**src/scsp_pkg.sv**
```systemverilog
// shared types and constants for the shader container stream parser
`timescale 1ns / 1ps
package scsp_pkg;

   localparam logic [31:0] MAGIC_WORD = 32'h6178_6772;
   localparam int          SKIP_BYTES = 5;

   localparam logic [1:0] KIND_RECORD = 2'd0;
   localparam logic [1:0] KIND_CHAR   = 2'd1;
   localparam logic [1:0] KIND_CODE   = 2'd2;
   localparam logic [1:0] KIND_STATUS = 2'd3;

   localparam logic [1:0] STATUS_COMPLETE  = 2'd0;
   localparam logic [1:0] STATUS_BAD_MAGIC = 2'd1;
   localparam logic [1:0] STATUS_TRUNCATED = 2'd2;

   localparam logic [1:0] FINISHED_NONE     = 2'd0;
   localparam logic [1:0] FINISHED_COMPLETE = 2'd1;
   localparam logic [1:0] FINISHED_BAD      = 2'd2;

   typedef enum logic [3:0] {
      PH_MAGIC,
      PH_VCOUNT,
      PH_VARCOUNT,
      PH_VTYPE,
      PH_VSLOT,
      PH_VTAG,
      PH_NAMELEN,
      PH_NAME,
      PH_SIZES,
      PH_CODE,
      PH_PCOUNT,
      PH_SKIP,
      PH_DONE
   } phase_type;

   // which results one input beat produced, in delivery order
   typedef struct packed {
      logic has_char;
      logic has_rec;
      logic has_code;
      logic has_status;
   } flags_type;

   // everything the back end needs to rebuild the results of one input beat
   typedef struct packed {
      flags_type   flags;
      logic        is_pixel;
      logic [7:0]  fragment_index;
      logic [7:0]  variable_index;
      logic [7:0]  var_type;
      logic [7:0]  var_slot;
      logic [15:0] var_tag;
      logic [7:0]  name_length;
      logic [7:0]  data_byte;
      logic [15:0] byte_offset;
      logic        last;
      logic [1:0]  status;
   } bundle_type;

   typedef struct packed {
      logic [1:0]  kind;
      logic        is_pixel;
      logic [7:0]  fragment_index;
      logic [7:0]  variable_index;
      logic [7:0]  var_type;
      logic [7:0]  var_slot;
      logic [15:0] var_tag;
      logic [7:0]  name_length;
      logic [7:0]  out_byte;
      logic [15:0] byte_offset;
      logic        last;
      logic [1:0]  status;
   } rsp_type;

endpackage

```
**src/scsp_req_if.sv**
```systemverilog
// input byte channel
`timescale 1ns / 1ps
interface scsp_req_if;
   logic       valid;
   logic       ready;
   logic [7:0] in_byte;
   logic       end_of_file;

   modport source (output valid, output in_byte, output end_of_file, input ready);
   modport sink (input valid, input in_byte, input end_of_file, output ready);
endinterface

```
**src/scsp_rsp_if.sv**
```systemverilog
// result channel
`timescale 1ns / 1ps
interface scsp_rsp_if;
   logic        valid;
   logic        ready;
   logic [1:0]  kind;
   logic        is_pixel;
   logic [7:0]  fragment_index;
   logic [7:0]  variable_index;
   logic [7:0]  var_type;
   logic [7:0]  var_slot;
   logic [15:0] var_tag;
   logic [7:0]  name_length;
   logic [7:0]  out_byte;
   logic [15:0] byte_offset;
   logic        last;
   logic [1:0]  status;

   modport source (output valid, output kind, output is_pixel, output fragment_index,
                   output variable_index, output var_type, output var_slot,
                   output var_tag, output name_length, output out_byte,
                   output byte_offset, output last, output status, input ready);
   modport sink (input valid, input kind, input is_pixel, input fragment_index,
                 input variable_index, input var_type, input var_slot,
                 input var_tag, input name_length, input out_byte,
                 input byte_offset, input last, input status, output ready);
endinterface

```
**src/scsp_front.sv**
```systemverilog
// parse state machine: takes one byte a beat and pushes a bundle of results
`timescale 1ns / 1ps
module scsp_front
   import scsp_pkg::*;
(
   input  logic       clock,
   input  logic       reset,
   scsp_req_if.sink   req,
   input  logic       q_full,
   output logic       q_push,
   output bundle_type q_data
);

   phase_type   phase_ff, phase_in;
   logic [31:0] magic_ff, magic_in;
   logic [2:0]  field_cnt_ff, field_cnt_in;
   logic        pixel_ff, pixel_in;
   logic [7:0]  frags_left_ff, frags_left_in;
   logic [7:0]  frag_num_ff, frag_num_in;
   logic [7:0]  vars_left_ff, vars_left_in;
   logic [7:0]  var_num_ff, var_num_in;
   logic [7:0]  type_ff, type_in;
   logic [7:0]  slot_ff, slot_in;
   logic [15:0] tag_ff, tag_in;
   logic [7:0]  name_rem_ff, name_rem_in;
   logic [7:0]  name_total_ff, name_total_in;
   logic [15:0] code_size_ff, code_size_in;
   logic [15:0] position_ff, position_in;
   logic [1:0]  finished_ff, finished_in;

   logic        fire;
   logic [7:0]  b;
   logic [31:0] magic_next;
   logic [7:0]  frags_dec;
   logic [7:0]  vars_dec;
   logic [7:0]  start_count;
   logic        final_char;
   logic        final_byte;
   bundle_type  bundle;

   assign req.ready = !q_full;
   assign fire      = req.valid && !q_full;
   assign b         = req.in_byte;

   always_ff @(posedge clock) begin
      if (reset) begin
         phase_ff      <= PH_MAGIC;
         magic_ff      <= '0;
         field_cnt_ff  <= '0;
         pixel_ff      <= 1'b0;
         frags_left_ff <= '0;
         frag_num_ff   <= '0;
         vars_left_ff  <= '0;
         var_num_ff    <= '0;
         type_ff       <= '0;
         slot_ff       <= '0;
         tag_ff        <= '0;
         name_rem_ff   <= '0;
         name_total_ff <= '0;
         code_size_ff  <= '0;
         position_ff   <= '0;
         finished_ff   <= FINISHED_NONE;
      end else begin
         phase_ff      <= phase_in;
         magic_ff      <= magic_in;
         field_cnt_ff  <= field_cnt_in;
         pixel_ff      <= pixel_in;
         frags_left_ff <= frags_left_in;
         frag_num_ff   <= frag_num_in;
         vars_left_ff  <= vars_left_in;
         var_num_ff    <= var_num_in;
         type_ff       <= type_in;
         slot_ff       <= slot_in;
         tag_ff        <= tag_in;
         name_rem_ff   <= name_rem_in;
         name_total_ff <= name_total_in;
         code_size_ff  <= code_size_in;
         position_ff   <= position_in;
         finished_ff   <= finished_in;
      end
   end

   always_comb begin
      phase_in      = phase_ff;
      magic_in      = magic_ff;
      field_cnt_in  = field_cnt_ff;
      pixel_in      = pixel_ff;
      frags_left_in = frags_left_ff;
      frag_num_in   = frag_num_ff;
      vars_left_in  = vars_left_ff;
      var_num_in    = var_num_ff;
      type_in       = type_ff;
      slot_in       = slot_ff;
      tag_in        = tag_ff;
      name_rem_in   = name_rem_ff;
      name_total_in = name_total_ff;
      code_size_in  = code_size_ff;
      position_in   = position_ff;
      finished_in   = finished_ff;

      magic_next  = {b, magic_ff[31:8]};
      frags_dec   = frags_left_ff - 8'd1;
      vars_dec    = vars_left_ff - 8'd1;
      start_count = (phase_ff == PH_VCOUNT) ? b : frags_left_ff;
      final_char  = (name_rem_ff <= 8'd1);
      final_byte  = ({1'b0, position_ff} + 17'd1) >= {1'b0, code_size_ff};

      bundle                = '0;
      bundle.is_pixel       = pixel_ff;
      bundle.fragment_index = frag_num_ff;
      bundle.variable_index = var_num_ff;
      bundle.var_type       = type_ff;
      bundle.var_slot       = slot_ff;
      bundle.var_tag        = tag_ff;
      bundle.data_byte      = b;
      bundle.byte_offset    = position_ff;

      if (fire) begin
         unique case (phase_ff)
            PH_MAGIC: begin
               magic_in     = magic_next;
               field_cnt_in = field_cnt_ff + 3'd1;
               if (field_cnt_ff >= 3'd3) begin
                  field_cnt_in = '0;
                  if (magic_next == MAGIC_WORD) begin
                     phase_in = PH_VCOUNT;
                  end else begin
                     phase_in                 = PH_DONE;
                     finished_in              = FINISHED_BAD;
                     bundle.flags.has_status  = 1'b1;
                     bundle.status            = STATUS_BAD_MAGIC;
                  end
               end
            end
            PH_VCOUNT, PH_SKIP: begin
               // skip bytes count up first, then open the pixel section; a vertex count opens the vertex section
               if (phase_ff == PH_SKIP) begin
                  field_cnt_in = field_cnt_ff + 3'd1;
               end
               if (phase_ff == PH_VCOUNT || field_cnt_ff >= 3'(SKIP_BYTES - 1)) begin
                  field_cnt_in  = '0;
                  frags_left_in = start_count;
                  frag_num_in   = '0;
                  pixel_in      = (phase_ff == PH_SKIP);
                  if (start_count != 8'd0) begin
                     phase_in = PH_VARCOUNT;
                  end else if (phase_ff == PH_VCOUNT) begin
                     phase_in = PH_PCOUNT;
                  end else begin
                     phase_in                = PH_DONE;
                     finished_in             = FINISHED_COMPLETE;
                     bundle.flags.has_status = 1'b1;
                     bundle.status           = STATUS_COMPLETE;
                  end
               end
            end
            PH_PCOUNT: begin
               frags_left_in = (b != 8'd0) ? b - 8'd1 : 8'd0;
               field_cnt_in  = '0;
               phase_in      = PH_SKIP;
            end
            PH_VARCOUNT: begin
               vars_left_in = b;
               var_num_in   = '0;
               if (b != 8'd0) begin
                  phase_in = PH_VTYPE;
               end else begin
                  phase_in     = PH_SIZES;
                  field_cnt_in = '0;
               end
            end
            PH_VTYPE: begin
               type_in  = b;
               phase_in = PH_VSLOT;
            end
            PH_VSLOT: begin
               slot_in      = b;
               phase_in     = PH_VTAG;
               field_cnt_in = '0;
            end
            PH_VTAG: begin
               if (field_cnt_ff == 3'd0) begin
                  tag_in       = {8'd0, b};
                  field_cnt_in = 3'd1;
               end else begin
                  tag_in       = {b, tag_ff[7:0]};
                  field_cnt_in = '0;
                  phase_in     = PH_NAMELEN;
               end
            end
            PH_NAMELEN, PH_NAME: begin
               if (phase_ff == PH_NAMELEN) begin
                  name_total_in = b;
                  name_rem_in   = b;
                  position_in   = '0;
                  phase_in      = PH_NAME;
               end else begin
                  // a zero in the final name position is dropped
                  bundle.flags.has_char = !final_char || (b != 8'd0);
                  position_in           = position_ff + 16'd1;
                  name_rem_in           = name_rem_ff - 8'd1;
               end
               if ((phase_ff == PH_NAMELEN && b == 8'd0) ||
                   (phase_ff == PH_NAME && final_char)) begin
                  bundle.flags.has_rec = 1'b1;
                  if (phase_ff == PH_NAMELEN) begin
                     bundle.name_length = 8'd0;
                  end else begin
                     bundle.name_length = (b == 8'd0) ? name_total_ff - 8'd1 : name_total_ff;
                  end
                  var_num_in   = var_num_ff + 8'd1;
                  vars_left_in = vars_dec;
                  if (vars_dec != 8'd0) begin
                     phase_in = PH_VTYPE;
                  end else begin
                     phase_in     = PH_SIZES;
                     field_cnt_in = '0;
                  end
               end
            end
            PH_SIZES, PH_CODE: begin
               if (phase_ff == PH_SIZES) begin
                  if (field_cnt_ff == 3'd0) begin
                     code_size_in = {8'd0, b};
                  end else if (field_cnt_ff == 3'd1) begin
                     code_size_in = {b, code_size_ff[7:0]};
                  end
                  field_cnt_in = field_cnt_ff + 3'd1;
                  if (field_cnt_ff >= 3'd3) begin
                     field_cnt_in = '0;
                     position_in  = '0;
                     if (code_size_ff[15:8] == 8'd0 && code_size_ff[7:0] == 8'd0 &&
                         field_cnt_ff != 3'd1) begin
                        phase_in = PH_DONE; // overwritten below by the fragment close
                     end else begin
                        phase_in = PH_CODE;
                     end
                  end
               end else begin
                  bundle.flags.has_code = 1'b1;
                  bundle.last           = final_byte;
                  position_in           = position_ff + 16'd1;
               end
               // close the fragment on an empty bytecode or its final byte
               if ((phase_ff == PH_SIZES && field_cnt_ff >= 3'd3 && code_size_ff == 16'd0) ||
                   (phase_ff == PH_CODE && final_byte)) begin
                  frag_num_in   = frag_num_ff + 8'd1;
                  frags_left_in = frags_dec;
                  if (frags_dec != 8'd0) begin
                     phase_in = PH_VARCOUNT;
                  end else if (!pixel_ff) begin
                     phase_in = PH_PCOUNT;
                  end else begin
                     phase_in                = PH_DONE;
                     finished_in             = FINISHED_COMPLETE;
                     bundle.flags.has_status = 1'b1;
                     bundle.status           = STATUS_COMPLETE;
                  end
               end
            end
            default: begin
            end
         endcase

         if (req.end_of_file) begin
            if (finished_in == FINISHED_NONE) begin
               bundle.flags.has_status = 1'b1;
               bundle.status           = STATUS_TRUNCATED;
            end
            phase_in      = PH_MAGIC;
            magic_in      = '0;
            field_cnt_in  = '0;
            pixel_in      = 1'b0;
            frags_left_in = '0;
            frag_num_in   = '0;
            vars_left_in  = '0;
            var_num_in    = '0;
            type_in       = '0;
            slot_in       = '0;
            tag_in        = '0;
            name_rem_in   = '0;
            name_total_in = '0;
            code_size_in  = '0;
            position_in   = '0;
            finished_in   = FINISHED_NONE;
         end
      end

      q_data = bundle;
      q_push = fire && (bundle.flags != '0);
   end

endmodule

```
**src/scsp_queue.sv**
```systemverilog
// short bundle queue between the parser and the result serializer
`timescale 1ns / 1ps
module scsp_queue
   import scsp_pkg::*;
#(
   parameter int DEPTH = 4
) (
   input  logic       clock,
   input  logic       reset,
   input  logic       push,
   input  bundle_type push_data,
   output logic       full,
   input  logic       pop,
   output bundle_type pop_data,
   output logic       empty
);

   localparam int PTR_W = (DEPTH > 1) ? $clog2(DEPTH) : 1;
   localparam int CNT_W = $clog2(DEPTH + 1);

   bundle_type       entry_ff [DEPTH];
   logic [PTR_W-1:0] wr_ptr_ff, wr_ptr_in;
   logic [PTR_W-1:0] rd_ptr_ff, rd_ptr_in;
   logic [CNT_W-1:0] count_ff, count_in;
   logic             do_push;
   logic             do_pop;

   assign full     = (count_ff == CNT_W'(DEPTH));
   assign empty    = (count_ff == '0);
   assign pop_data = entry_ff[rd_ptr_ff];
   assign do_push  = push && !full;
   assign do_pop   = pop && !empty;

   always_comb begin
      wr_ptr_in = wr_ptr_ff;
      rd_ptr_in = rd_ptr_ff;
      count_in  = count_ff;
      if (do_push) begin
         wr_ptr_in = (wr_ptr_ff == PTR_W'(DEPTH - 1)) ? '0 : wr_ptr_ff + PTR_W'(1);
      end
      if (do_pop) begin
         rd_ptr_in = (rd_ptr_ff == PTR_W'(DEPTH - 1)) ? '0 : rd_ptr_ff + PTR_W'(1);
      end
      if (do_push && !do_pop) begin
         count_in = count_ff + CNT_W'(1);
      end else if (do_pop && !do_push) begin
         count_in = count_ff - CNT_W'(1);
      end
   end

   always_ff @(posedge clock) begin
      if (reset) begin
         wr_ptr_ff <= '0;
         rd_ptr_ff <= '0;
         count_ff  <= '0;
      end else begin
         wr_ptr_ff <= wr_ptr_in;
         rd_ptr_ff <= rd_ptr_in;
         count_ff  <= count_in;
      end
   end

   always_ff @(posedge clock) begin
      if (do_push) begin
         entry_ff[wr_ptr_ff] <= push_data;
      end
   end

endmodule

```
**src/scsp_back.sv**
```systemverilog
// result serializer: unpacks each bundle into beats behind an output register
`timescale 1ns / 1ps
module scsp_back
   import scsp_pkg::*;
(
   input  logic       clock,
   input  logic       reset,
   input  bundle_type q_data,
   input  logic       q_empty,
   output logic       q_pop,
   scsp_rsp_if.source rsp
);

   bundle_type cur_ff, cur_in;
   flags_type  flags_ff, flags_in;
   logic       out_valid_ff, out_valid_in;
   rsp_type    out_ff, out_in;

   logic       out_free;
   logic       send;
   flags_type  pick;
   flags_type  flags_left;
   rsp_type    beat;

   assign out_free = !out_valid_ff || rsp.ready;
   assign send     = out_free && (flags_ff != '0);

   always_comb begin
      pick = '0;
      beat = '0;
      beat.is_pixel       = cur_ff.is_pixel;
      beat.fragment_index = cur_ff.fragment_index;
      priority if (flags_ff.has_char) begin
         pick.has_char       = 1'b1;
         beat.kind           = KIND_CHAR;
         beat.variable_index = cur_ff.variable_index;
         beat.out_byte       = cur_ff.data_byte;
         beat.byte_offset    = cur_ff.byte_offset;
      end else if (flags_ff.has_rec) begin
         pick.has_rec        = 1'b1;
         beat.kind           = KIND_RECORD;
         beat.variable_index = cur_ff.variable_index;
         beat.var_type       = cur_ff.var_type;
         beat.var_slot       = cur_ff.var_slot;
         beat.var_tag        = cur_ff.var_tag;
         beat.name_length    = cur_ff.name_length;
      end else if (flags_ff.has_code) begin
         pick.has_code       = 1'b1;
         beat.kind           = KIND_CODE;
         beat.out_byte       = cur_ff.data_byte;
         beat.byte_offset    = cur_ff.byte_offset;
         beat.last           = cur_ff.last;
      end else begin
         pick.has_status     = flags_ff.has_status;
         beat                = '0;
         beat.kind           = KIND_STATUS;
         beat.status         = cur_ff.status;
      end

      flags_left = send ? (flags_ff & ~pick) : flags_ff;
      // refill as the last pending beat of the current bundle goes out
      q_pop      = (flags_left == '0) && !q_empty;
      cur_in     = q_pop ? q_data : cur_ff;
      flags_in   = q_pop ? q_data.flags : flags_left;

      out_valid_in = send ? 1'b1 : (rsp.ready ? 1'b0 : out_valid_ff);
      out_in       = send ? beat : out_ff;
   end

   always_ff @(posedge clock) begin
      if (reset) begin
         flags_ff     <= '0;
         out_valid_ff <= 1'b0;
      end else begin
         flags_ff     <= flags_in;
         out_valid_ff <= out_valid_in;
      end
   end

   always_ff @(posedge clock) begin
      cur_ff <= cur_in;
      out_ff <= out_in;
   end

   assign rsp.valid          = out_valid_ff;
   assign rsp.kind           = out_ff.kind;
   assign rsp.is_pixel       = out_ff.is_pixel;
   assign rsp.fragment_index = out_ff.fragment_index;
   assign rsp.variable_index = out_ff.variable_index;
   assign rsp.var_type       = out_ff.var_type;
   assign rsp.var_slot       = out_ff.var_slot;
   assign rsp.var_tag        = out_ff.var_tag;
   assign rsp.name_length    = out_ff.name_length;
   assign rsp.out_byte       = out_ff.out_byte;
   assign rsp.byte_offset    = out_ff.byte_offset;
   assign rsp.last           = out_ff.last;
   assign rsp.status         = out_ff.status;

endmodule

```
**src/shader_container_stream_parser.sv**
```systemverilog
// top level of the shader container stream parser
//
//   channel   direction  beat
//   req_bus   in         in_byte, end_of_file: one file byte
//   rsp_bus   out        kind and fields of one result (record, char, code byte, status)
//
// one input byte a cycle while the bundle queue has room; an input byte yields
// zero to three results, and the output side sends one result a cycle while the
// receiver is ready, so a byte that yields k results takes k output beats.
// reset is synchronous and clears the parser, the queue and the output register.
// the output stalls only the back end; the parser keeps going until the queue fills.
`timescale 1ns / 1ps
module shader_container_stream_parser
   import scsp_pkg::*;
#(
   parameter int QUEUE_DEPTH = 4
) (
   input  logic       clock,
   input  logic       reset,
   scsp_req_if.sink   req_bus,
   scsp_rsp_if.source rsp_bus
);

   logic       q_push;
   logic       q_full;
   logic       q_pop;
   logic       q_empty;
   bundle_type q_push_data;
   bundle_type q_pop_data;

   scsp_front u_front (
      .clock  (clock),
      .reset  (reset),
      .req    (req_bus),
      .q_full (q_full),
      .q_push (q_push),
      .q_data (q_push_data)
   );

   scsp_queue #(
      .DEPTH (QUEUE_DEPTH)
   ) u_queue (
      .clock     (clock),
      .reset     (reset),
      .push      (q_push),
      .push_data (q_push_data),
      .full      (q_full),
      .pop       (q_pop),
      .pop_data  (q_pop_data),
      .empty     (q_empty)
   );

   scsp_back u_back (
      .clock   (clock),
      .reset   (reset),
      .q_data  (q_pop_data),
      .q_empty (q_empty),
      .q_pop   (q_pop),
      .rsp     (rsp_bus)
   );

   a_push_room: assert property (@(posedge clock) disable iff (reset)
      q_push |-> !q_full)
      else $error("bundle pushed into a full queue");

   a_pop_data: assert property (@(posedge clock) disable iff (reset)
      q_pop |-> !q_empty)
      else $error("bundle popped from an empty queue");

   a_push_nonempty: assert property (@(posedge clock) disable iff (reset)
      q_push |-> (q_push_data.flags != '0))
      else $error("empty bundle pushed");

endmodule

```
**src/flat_wrapper.sv**
```systemverilog
// flat-port wrapper written by rule: the top's interface ports become plain ports
module shader_container_stream_parser_flat import scsp_pkg::*;
#(
   parameter int QUEUE_DEPTH = 4
)
  (clock, reset, req_bus_valid, req_bus_in_byte, req_bus_end_of_file, req_bus_ready, rsp_bus_valid, rsp_bus_kind, rsp_bus_is_pixel, rsp_bus_fragment_index, rsp_bus_variable_index, rsp_bus_var_type, rsp_bus_var_slot, rsp_bus_var_tag, rsp_bus_name_length, rsp_bus_out_byte, rsp_bus_byte_offset, rsp_bus_last, rsp_bus_status, rsp_bus_ready);
  scsp_req_if req_bus_i ();
  scsp_rsp_if rsp_bus_i ();
  input  logic clock;
  input  logic reset;
  input wire logic [$bits(req_bus_i.valid)-1:0] req_bus_valid;
  input wire logic [$bits(req_bus_i.in_byte)-1:0] req_bus_in_byte;
  input wire logic [$bits(req_bus_i.end_of_file)-1:0] req_bus_end_of_file;
  output wire logic [$bits(req_bus_i.ready)-1:0] req_bus_ready;
  output wire logic [$bits(rsp_bus_i.valid)-1:0] rsp_bus_valid;
  output wire logic [$bits(rsp_bus_i.kind)-1:0] rsp_bus_kind;
  output wire logic [$bits(rsp_bus_i.is_pixel)-1:0] rsp_bus_is_pixel;
  output wire logic [$bits(rsp_bus_i.fragment_index)-1:0] rsp_bus_fragment_index;
  output wire logic [$bits(rsp_bus_i.variable_index)-1:0] rsp_bus_variable_index;
  output wire logic [$bits(rsp_bus_i.var_type)-1:0] rsp_bus_var_type;
  output wire logic [$bits(rsp_bus_i.var_slot)-1:0] rsp_bus_var_slot;
  output wire logic [$bits(rsp_bus_i.var_tag)-1:0] rsp_bus_var_tag;
  output wire logic [$bits(rsp_bus_i.name_length)-1:0] rsp_bus_name_length;
  output wire logic [$bits(rsp_bus_i.out_byte)-1:0] rsp_bus_out_byte;
  output wire logic [$bits(rsp_bus_i.byte_offset)-1:0] rsp_bus_byte_offset;
  output wire logic [$bits(rsp_bus_i.last)-1:0] rsp_bus_last;
  output wire logic [$bits(rsp_bus_i.status)-1:0] rsp_bus_status;
  input wire logic [$bits(rsp_bus_i.ready)-1:0] rsp_bus_ready;
  assign req_bus_i.valid = req_bus_valid;
  assign req_bus_i.in_byte = req_bus_in_byte;
  assign req_bus_i.end_of_file = req_bus_end_of_file;
  assign req_bus_ready = req_bus_i.ready;
  assign rsp_bus_valid = rsp_bus_i.valid;
  assign rsp_bus_kind = rsp_bus_i.kind;
  assign rsp_bus_is_pixel = rsp_bus_i.is_pixel;
  assign rsp_bus_fragment_index = rsp_bus_i.fragment_index;
  assign rsp_bus_variable_index = rsp_bus_i.variable_index;
  assign rsp_bus_var_type = rsp_bus_i.var_type;
  assign rsp_bus_var_slot = rsp_bus_i.var_slot;
  assign rsp_bus_var_tag = rsp_bus_i.var_tag;
  assign rsp_bus_name_length = rsp_bus_i.name_length;
  assign rsp_bus_out_byte = rsp_bus_i.out_byte;
  assign rsp_bus_byte_offset = rsp_bus_i.byte_offset;
  assign rsp_bus_last = rsp_bus_i.last;
  assign rsp_bus_status = rsp_bus_i.status;
  assign rsp_bus_i.ready = rsp_bus_ready;
  shader_container_stream_parser #(.QUEUE_DEPTH(QUEUE_DEPTH)) u_core (.clock(clock), .reset(reset), .req_bus(req_bus_i), .rsp_bus(rsp_bus_i));
endmodule
```
**config.mk**
```make
export PLATFORM = sky130hd
export DESIGN_NAME = shader_container_stream_parser_flat
export DESIGN_NICKNAME = d
export VERILOG_FILES = /design/src/scsp_pkg.sv /design/src/scsp_req_if.sv /design/src/scsp_rsp_if.sv /design/src/scsp_front.sv /design/src/scsp_queue.sv /design/src/scsp_back.sv /design/src/shader_container_stream_parser.sv /design/src/flat_wrapper.sv
export SDC_FILE = /design/constraint.sdc
export NUM_CORES = 1
export LEC_CHECK = 0
export BUFFER_PORTS_ARGS = -buffer_cell sky130_fd_sc_hd__buf_2
export CAP_MARGIN = 20
export CORE_MARGIN = 5
export CORE_UTILIZATION = 60
export CTS_BUF_LIST = sky130_fd_sc_hd__clkbuf_4
export DETAILED_ROUTE_END_ITERATION = 16
export GPL_TIMING_DRIVEN = 0
export PLACE_DENSITY = 0.84
export SYNTH_ARGS = -nofsm -noshare
export SYNTH_HDL_FRONTEND = slang
export SYNTH_SLANG_ARGS = --single-unit
```
**constraint.sdc**
```tcl
create_clock -name clock -period 11.9 [get_ports clock]
set_clock_uncertainty 0.15 [all_clocks]
set_input_delay 0 -clock clock [delete_from_list [all_inputs] [get_ports clock]]
set_output_delay 0 -clock clock [all_outputs]
set_load 0.01 [all_outputs]
```
# Yosys cells after proc, flatten, opt, wreduce, memory -nomap -nowiden
# Memories as Yosys holds them, arrays and structs flattened. A register that Yosys moved wholly into a read port is not among the register bits.
# Index checks and enable logic that the tools add are counted.
# totals
reg_bits,336
mem_bits_rw,352
latch_bits,0
rom_bits,0
input_bits,13
mem_count,1
word_cells,328
output_inout_bits,88
# mem_list
memory,words,width,rd,rd_clocked_by_memory_dff,wr,line,rtl
u_core.u_queue.entry_ff,4,88,1,1,1,scsp_queue.sv:21,bundle_type entry_ff [DEPTH];
# classes
bitwise,3
shifts,0
eq_ne,30
n_reduce_logical,84
n_mux,142
n_mul,0
div,0
magnitude_cmp,4
add_sub_neg,14
# op_table
op,n
8-bit two-way mux,28
16-bit two-way mux,12
4-bit two-way mux,17
32-bit two-way mux,2
57-bit two-way mux,1
48-bit two-way mux,1
8-bit case mux with 2 select lines,3
3-bit two-way mux,15
8-bit nonzero test,5
"8-bit by 1-bit subtractor with 8-bit output, second input constant",5
2-bit two-way mux,19
4-bit case mux with 9 select lines,1
1-bit two-way mux,33
"32-bit by 31-bit == test with 1-bit output, second input constant",1
16-bit case mux with 2 select lines,1
27-bit two-way mux,1
2-bit nonzero test,13
25-bit two-way mux,1
8-bit zero test,3
24-bit two-way mux,1
"3-bit != test, second input constant",8
8-bit case mux with 3 select lines,1
3-bit case mux with 7 select lines,1
"4-bit != test, second input constant",5
41 further kinds,99

# Depth between registers and ports, before layout
# logic_depth
word_depth,18
depth_mapped,19
ltp_nobuf,18

# Modules after synthesis
# A second synthesis with hierarchy kept.
# unflattened
cells_unflattened,1850
hier_area_um2,27496.4
# modules_own_cells
mod,seq_area_each_um2,cells_per_inst,n_inst,area_each_um2
scsp_queue,10750.3,510,1,13156.4
scsp_front,2922.8,1035,1,8340.5
scsp_back,5205.0,305,1,5999.5

# Worst setup path before layout
# Ideal clock, no wire load.
# synth_path
path_type,register to register
from,"reg u_core.u_back.out_valid_ff, in the netlist u_core.u_back.rsp.valid"
to,reg u_core.u_queue.count_ff[2]
period_less_slack_ps,6406
setup_ps,71
path_slack_ps,5494
path_buffers,1
t_arrival_ps,6186
path_stages_with_launch,14
required_time_ps,11679
cell_sequence,dfxtp_1 -> nor2b_1 -> clkbuf_1 -> maj3_1 -> o21ai_0 -> a2bb2oi_1 -> nor2_1 -> inv_1 -> ha_1 -> inv_1 -> fa_1 -> xor2_1 -> or3_1 -> a21oi_1
# synth_via
elab_chain_len,10
elab_cells_between_ends,12
classes_between,mux (2); reduce/logical (10)
# synth_rtl
item,line,rtl
"start, declared",scsp_back.sv:16,"logic out_valid_ff, out_valid_in;"
"start signal, assigned",scsp_back.sv:76,out_valid_ff <= out_valid_in;
1-bit zero test (*),scsp_back.sv:25,assign out_free = !out_valid_ff || rsp.ready;
1-bit logical OR (*),scsp_back.sv:25,
1-bit logical AND (*),scsp_back.sv:26,assign send = out_free && (flags_ff != '0);
4-bit two-way mux (*),scsp_back.sv:60,flags_left = send ? (flags_ff & ~pick) : flags_ff;
4-bit zero test (*),scsp_back.sv:62,q_pop = (flags_left == '0) && !q_empty;
1-bit logical AND (*),scsp_back.sv:62,
via u_core.q_pop,shader_container_stream_parser.sv:26,logic q_pop;
1-bit logical AND (*),scsp_queue.sv:32,assign do_pop = pop && !empty;
1-bit zero test,scsp_queue.sv:44,if (do_push && !do_pop) begin
1-bit logical AND,scsp_queue.sv:44,
3-bit two-way mux or 2-bit nonzero test (tied branches),n/a,
"end signal, assigned",scsp_queue.sv:59,count_ff <= count_in;
"end, declared",scsp_queue.sv:24,"logic [CNT_W-1:0] count_ff, count_in;"
# Mark *: on every way through the listed nets, which the timed path passes. The rest lies on a longest branch.
# A chain may end at the register's enable or synchronous reset.

# Final worst setup path
# layout_path
from,reg u_core.u_front.position_ff[2]
to,reg u_core.u_queue.count_ff[2]
# layout_via
elab_chain_len,17
elab_cells_between_ends,21
classes_between,add/sub (1); order compare (1); mux (9); reduce/logical (10)
# layout_rtl
item,line,rtl
"start, declared",scsp_front.sv:28,"logic [15:0] position_ff, position_in;"
"start signal, assigned",scsp_front.sv:78,position_ff <= position_in;
16-bit by 1-bit adder with 17-bit output (*),scsp_front.sv:106,"final_byte = ({1'b0, position_ff} + 17'd1) >= {1'b0, code_size_ff};"
17-bit by 16-bit >= comparator with 1-bit output (*),scsp_front.sv:106,
1-bit logical AND (*),scsp_front.sv:246,(phase_ff == PH_CODE && final_byte)) begin
1-bit logical OR (*),scsp_front.sv:245,if ((phase_ff == PH_SIZES && field_cnt_ff >= 3'd3 && code_size_ff == 16'd0) ||
2-bit two-way mux,scsp_front.sv:245,
2-bit case mux with 3 select lines,scsp_front.sv:119,unique case (phase_ff)
2-bit two-way mux,scsp_front.sv:118,if (fire) begin
2-bit zero test,scsp_front.sv:266,if (finished_in == FINISHED_NONE) begin
(+2 left out),n/a,
4-bit two-way mux (*),scsp_front.sv:118,
4-bit nonzero test (*),scsp_front.sv:290,q_push = fire && (bundle.flags != '0);
1-bit logical AND (*),scsp_front.sv:290,
1-bit logical AND (*),scsp_queue.sv:31,assign do_push = push && !full;
via u_core.u_queue.do_push,scsp_queue.sv:25,logic do_push;
1-bit zero test,scsp_queue.sv:46,end else if (do_pop && !do_push) begin
1-bit logical AND,scsp_queue.sv:46,
2-bit nonzero test (no line),n/a,
# Mark *: on every way through the listed nets, which the timed path passes. The rest lies on a longest branch. The select of a mux whose other input is x is not followed.

==> key figures <==
Status
  • Status: complete, no violations

Power and ir drop
  • Switch Pwr: 0.001880 W
  • Clock share of power: 29.4%
  • Sequential Power Share: 48.6%
  • Cell internal pwr: 0.004759 W
  • Worst vdd rail ir drop: 0.1903 mV
  • Combinational Power Share: between 20% and 30%
  • Power density over cell area: 210.9 nW/um^2
  • Final Power: 0.006640 W
  • Switching share of total power: 28.32%
  • Leakage power: 10.88 nW

Detailed routing
  • DRT Pass-1 Iters: 6
  • Vias per Instance: 5.997
  • Total routed wirelength: 67170 um
  • Antenna-violating nets left: 0
  • Drc violations: 0
  • Via count: 17520
  • Routed len/inst: 23.00 um
  • DR iter-0 viols: 1701

GRT
  • Grt ovf: 0
  • Largest net degree at the start of global routing: 58
  • Number of global-route vias before repair: 17870
  • First-pass GRT wire length: approximately 100000 um
  • Initial antenna violation count: 2
  • Total track usage: 26.94%

Clock tree
  • Root buffer cell: clkbuf_4
  • Post_cts resized: 0
  • Clk slew on worst S/H paths: 0.06 ns
  • CTS tree: done
  • H-tree depth: 4
  • Inserted Clock Buffers: 161
  • TritonCTS Sinks: 682
  • Worst skew pair latency: between 0.9 and 1 ns
  • Clk buf depth: 3

Synthesis
  • Primary FF master, synth: edfxtp_1
  • Post-synth ARST share: 0%
  • Syn Area/Cell: 14.51 sq um
  • Sequential-to-total area share from yosys stat: between 60% and 70%
  • Register bit count reported by yosys: 682
  • Syn nets: ~2000
  • Yosys Warn Count: 0
  • Synth area leaders: edfxtp_1 57%, dfxtp_1 12%, mux4_2 7.2%
  • Synth top cells by count: 522 x edfxtp_1, 195 x nor2_1, 160 x dfxtp_1
  • Synthesized area: approximately 28000 sq um
  • Area fraction of the dominant cell type after synthesis: 56.99%
  • Post-synth cell types: 80
  • Leading area contributor after synthesis: edfxtp_1
  • EDFF count, synth: 522
  • Most numerous cell in the Yosys netlist: edfxtp_1
  • Syn Inst Count: 1895

Setup path
  • Buf+Inv Stages, Crit Path: 2
  • Slowest CP cell: nor3_1
  • Critical Path Fanout Max: 10
  • Worst setup SP type: flip-flop
  • Critical Path RT: 12.56 ns
  • Cell family with most CP delay: simple AND/OR/NAND/NOR gates
  • CP endpoint kind: flip-flop
  • Kind of critical path: reg -> reg
  • Worst-path cell chain: nand3_1 > nor3_1 > and4_1 > nand2_1 > xnor2_1 > ha_1 > nand3_1 > nor3_1 > nand4_1 > o21a_1 > clkbuf_1 > a211o_1 > a21oi_2 > ha_1 > inv_1 > fa_1 > xor2_1 > or3_1 > a21oi_1
  • Max stage delay on crit path: ~0.52 ns
  • WP data arrival: 6.36 ns

Timing
  • Fin worst setup slack: 6.194 ns
  • Fmax: about 180 MHz
  • RSZ-0062 raised after global routing: false
  • Slew Limit Fails: 0
  • Min Clock Period, post-route: 5.706 ns
  • Final Hold Viols: 0
  • Period utilisation layout: 47.95%
  • Setup violators final: 0
  • Setup_tns: 0 ns
  • Worst slew margin: 19.49%
  • Worst Tran Pin Value: roughly 1.2 ns

Die
  • Ports: between 100 and 150
  • Core area: approximately 45000 sq um
  • Chip width: around 220 um
  • Height of the die: 224.1 um
  • # rows: between 70 and 80
  • Initial Utilization: 60.61%
  • Die area: about 50000 sq um

Placed design
  • HPWL reported at the end of detailed placement: about 45000 um
  • Port bufs: 98
  • Post-place setup slack: 6.368 ns
  • Routability Congestion: 0.9546

Cells and area
  • Share of cells above drive strength 1: 21.91%
  • Area Growth Syn to Fin: 14.48%
  • Filler cell count: between 2000 and 3000
  • Fin nets: between 2000 and 2500
  • Final core utilization: 69.39%

Hold path
  • Worst hold-check path type: in -> reg

Job
  • MaxCap Viol Count: 0
-- what timing repair did --
| action | in CTS | in global routing |
|---|---|---|
| endpoints found under the hold margin | 216 | 0 |
| endpoints found under the setup margin | 0 | 0 |
| hold buffers | 24 | 0 |
| setup buffers | 0 | 0 |
-- kinds of logic after synthesis --
kind of cell / after synthesis / share of synthesized area (%)
mux: 127 / 8.643
simple gates: 567 / 10.66
flops: 682 / 68.63
buf+inv: 145 / 2.038
xor+xnor: 37 / 1.178
compound gates: 296 / 6.965
fa+ha+maj: 41 / 1.883
-- cell type report --
cell class / count / area [sq um] / share of cell area [%]
clock inverters: 37 / 304.0 / 0.9656
plain buffers: 99 / 387.9 / 1.232
multi-input cells: 1068 / 8095 / 25.71
clock buffers: 251 / 1884 / 5.984
repair buffers: 136 / 1010 / 3.207
well taps: 600 / 750.7 / 2.384
inverters: 46 / 172.7 / 0.5484
flip-flops and latches: 682 / 18880 / 59.95
diodes: 2 / 5.005 / 0.01589
-- worst reg2reg max path: stages, from the launching register on --
cell,delay (ns)
dfxtp_1,0.51
nand3_1,0.25
nor3_1,0.52
and4_1,0.35
nand2_1,0.08
xnor2_1,0.16
ha_1,0.33
nand3_1,0.09
nor3_1,0.27
nand4_1,0.17
o21a_1,0.20
clkbuf_1,0.22
a211o_1,0.35
a21oi_2,0.52
ha_1,0.31
inv_1,0.08
fa_1,0.44
xor2_1,0.19
or3_1,0.31
a21oi_1,0.15
-- state kept, by name, indices dropped and copies added (netlist names), 16 cells and up, named ones only --
register	count
u_core.u_queue.entry_ff	352
u_core.u_back.cur_ff	84
u_core.u_front.magic_ff	24
u_core.u_back.rsp.byte_offset	16
u_core.u_back.rsp.var_tag	16
u_core.u_front.code_size_ff	16
u_core.u_front.position_ff	16
u_core.u_front.tag_ff	16
-- placed cells by master (no fill, tap or decap), drive strengths merged, types with 40 or more instances in the layout --
cell type  Yosys  final
mux4          88     88
clkbuf        77    328
nor2         195    195
o21ai         58     58
a22oi         42     42
edfxtp       522    522
a21oi         88     88
and2          53     53
dfxtp        160    160
buf           22    133
inv           46     50
nand2         68     68
nand3         40     40
nor3          40     40
nor2b         54     54
-- power by group through the flow --
| stage | registers [W] | clock network (W) | logic [W] |
|---|---|---|---|
| finish | 0.00323 | 0.00195 | 0.00146 |
| global route | 0.00326 | 0.00214 | 0.00157 |
| CTS | 0.00323 | 0.00199 | 0.00147 |
| detailed placement | 0.00328 | 0 | 0.00146 |
| global placement | 0.00336 | 0 | 0.00132 |
| floorplan | 0.00340 | 0 | 0.000791 |
-- worst paths after layout --
| check | start | to | slack (ns) | depth (start not counted) |
|---|---|---|---|---|
| worst max register to register | u_core.u_front.position_ff[2] | u_core.u_queue.count_ff[2] | 6.19 | 19 |
| worst min register to register | u_core.u_front.finished_ff[0] | u_core.u_front.finished_ff[0] | 0.32 | 2 |
| worst min-delay path | req_bus_in_byte[1] | u_core.u_front.vars_left_ff[1] | 0.10 | 6 |
| worst max-delay path | u_core.u_front.position_ff[2] | u_core.u_queue.count_ff[2] | 6.19 | 19 |
-- metal layers --
metal	wire, um	up-vias	track usage, %
met5	9	-	0
met4	1779	2	10.04
met3	4621	111	5.334
met2	33610	778	44.64
met1	27150	8681	35.89
li1	-	7944	-
-- through the flow --
| stage | hold slack (ns) | area (sq um) | std cells |
|---|---|---|---|
| floorplan | -0.05113 | 27510 | 1895 |
| global placement | 0.08617 | 28750 | 2593 |
| detailed placement | 0.09697 | 29040 | 2605 |
| CTS | 0.01630 | 31460 | 2917 |
| global route | 0.1189 | 31490 | 2920 |
| finish | 0.1049 | 31490 | 2921 |
Note: power is estimated with default switching activity, not from simulation.
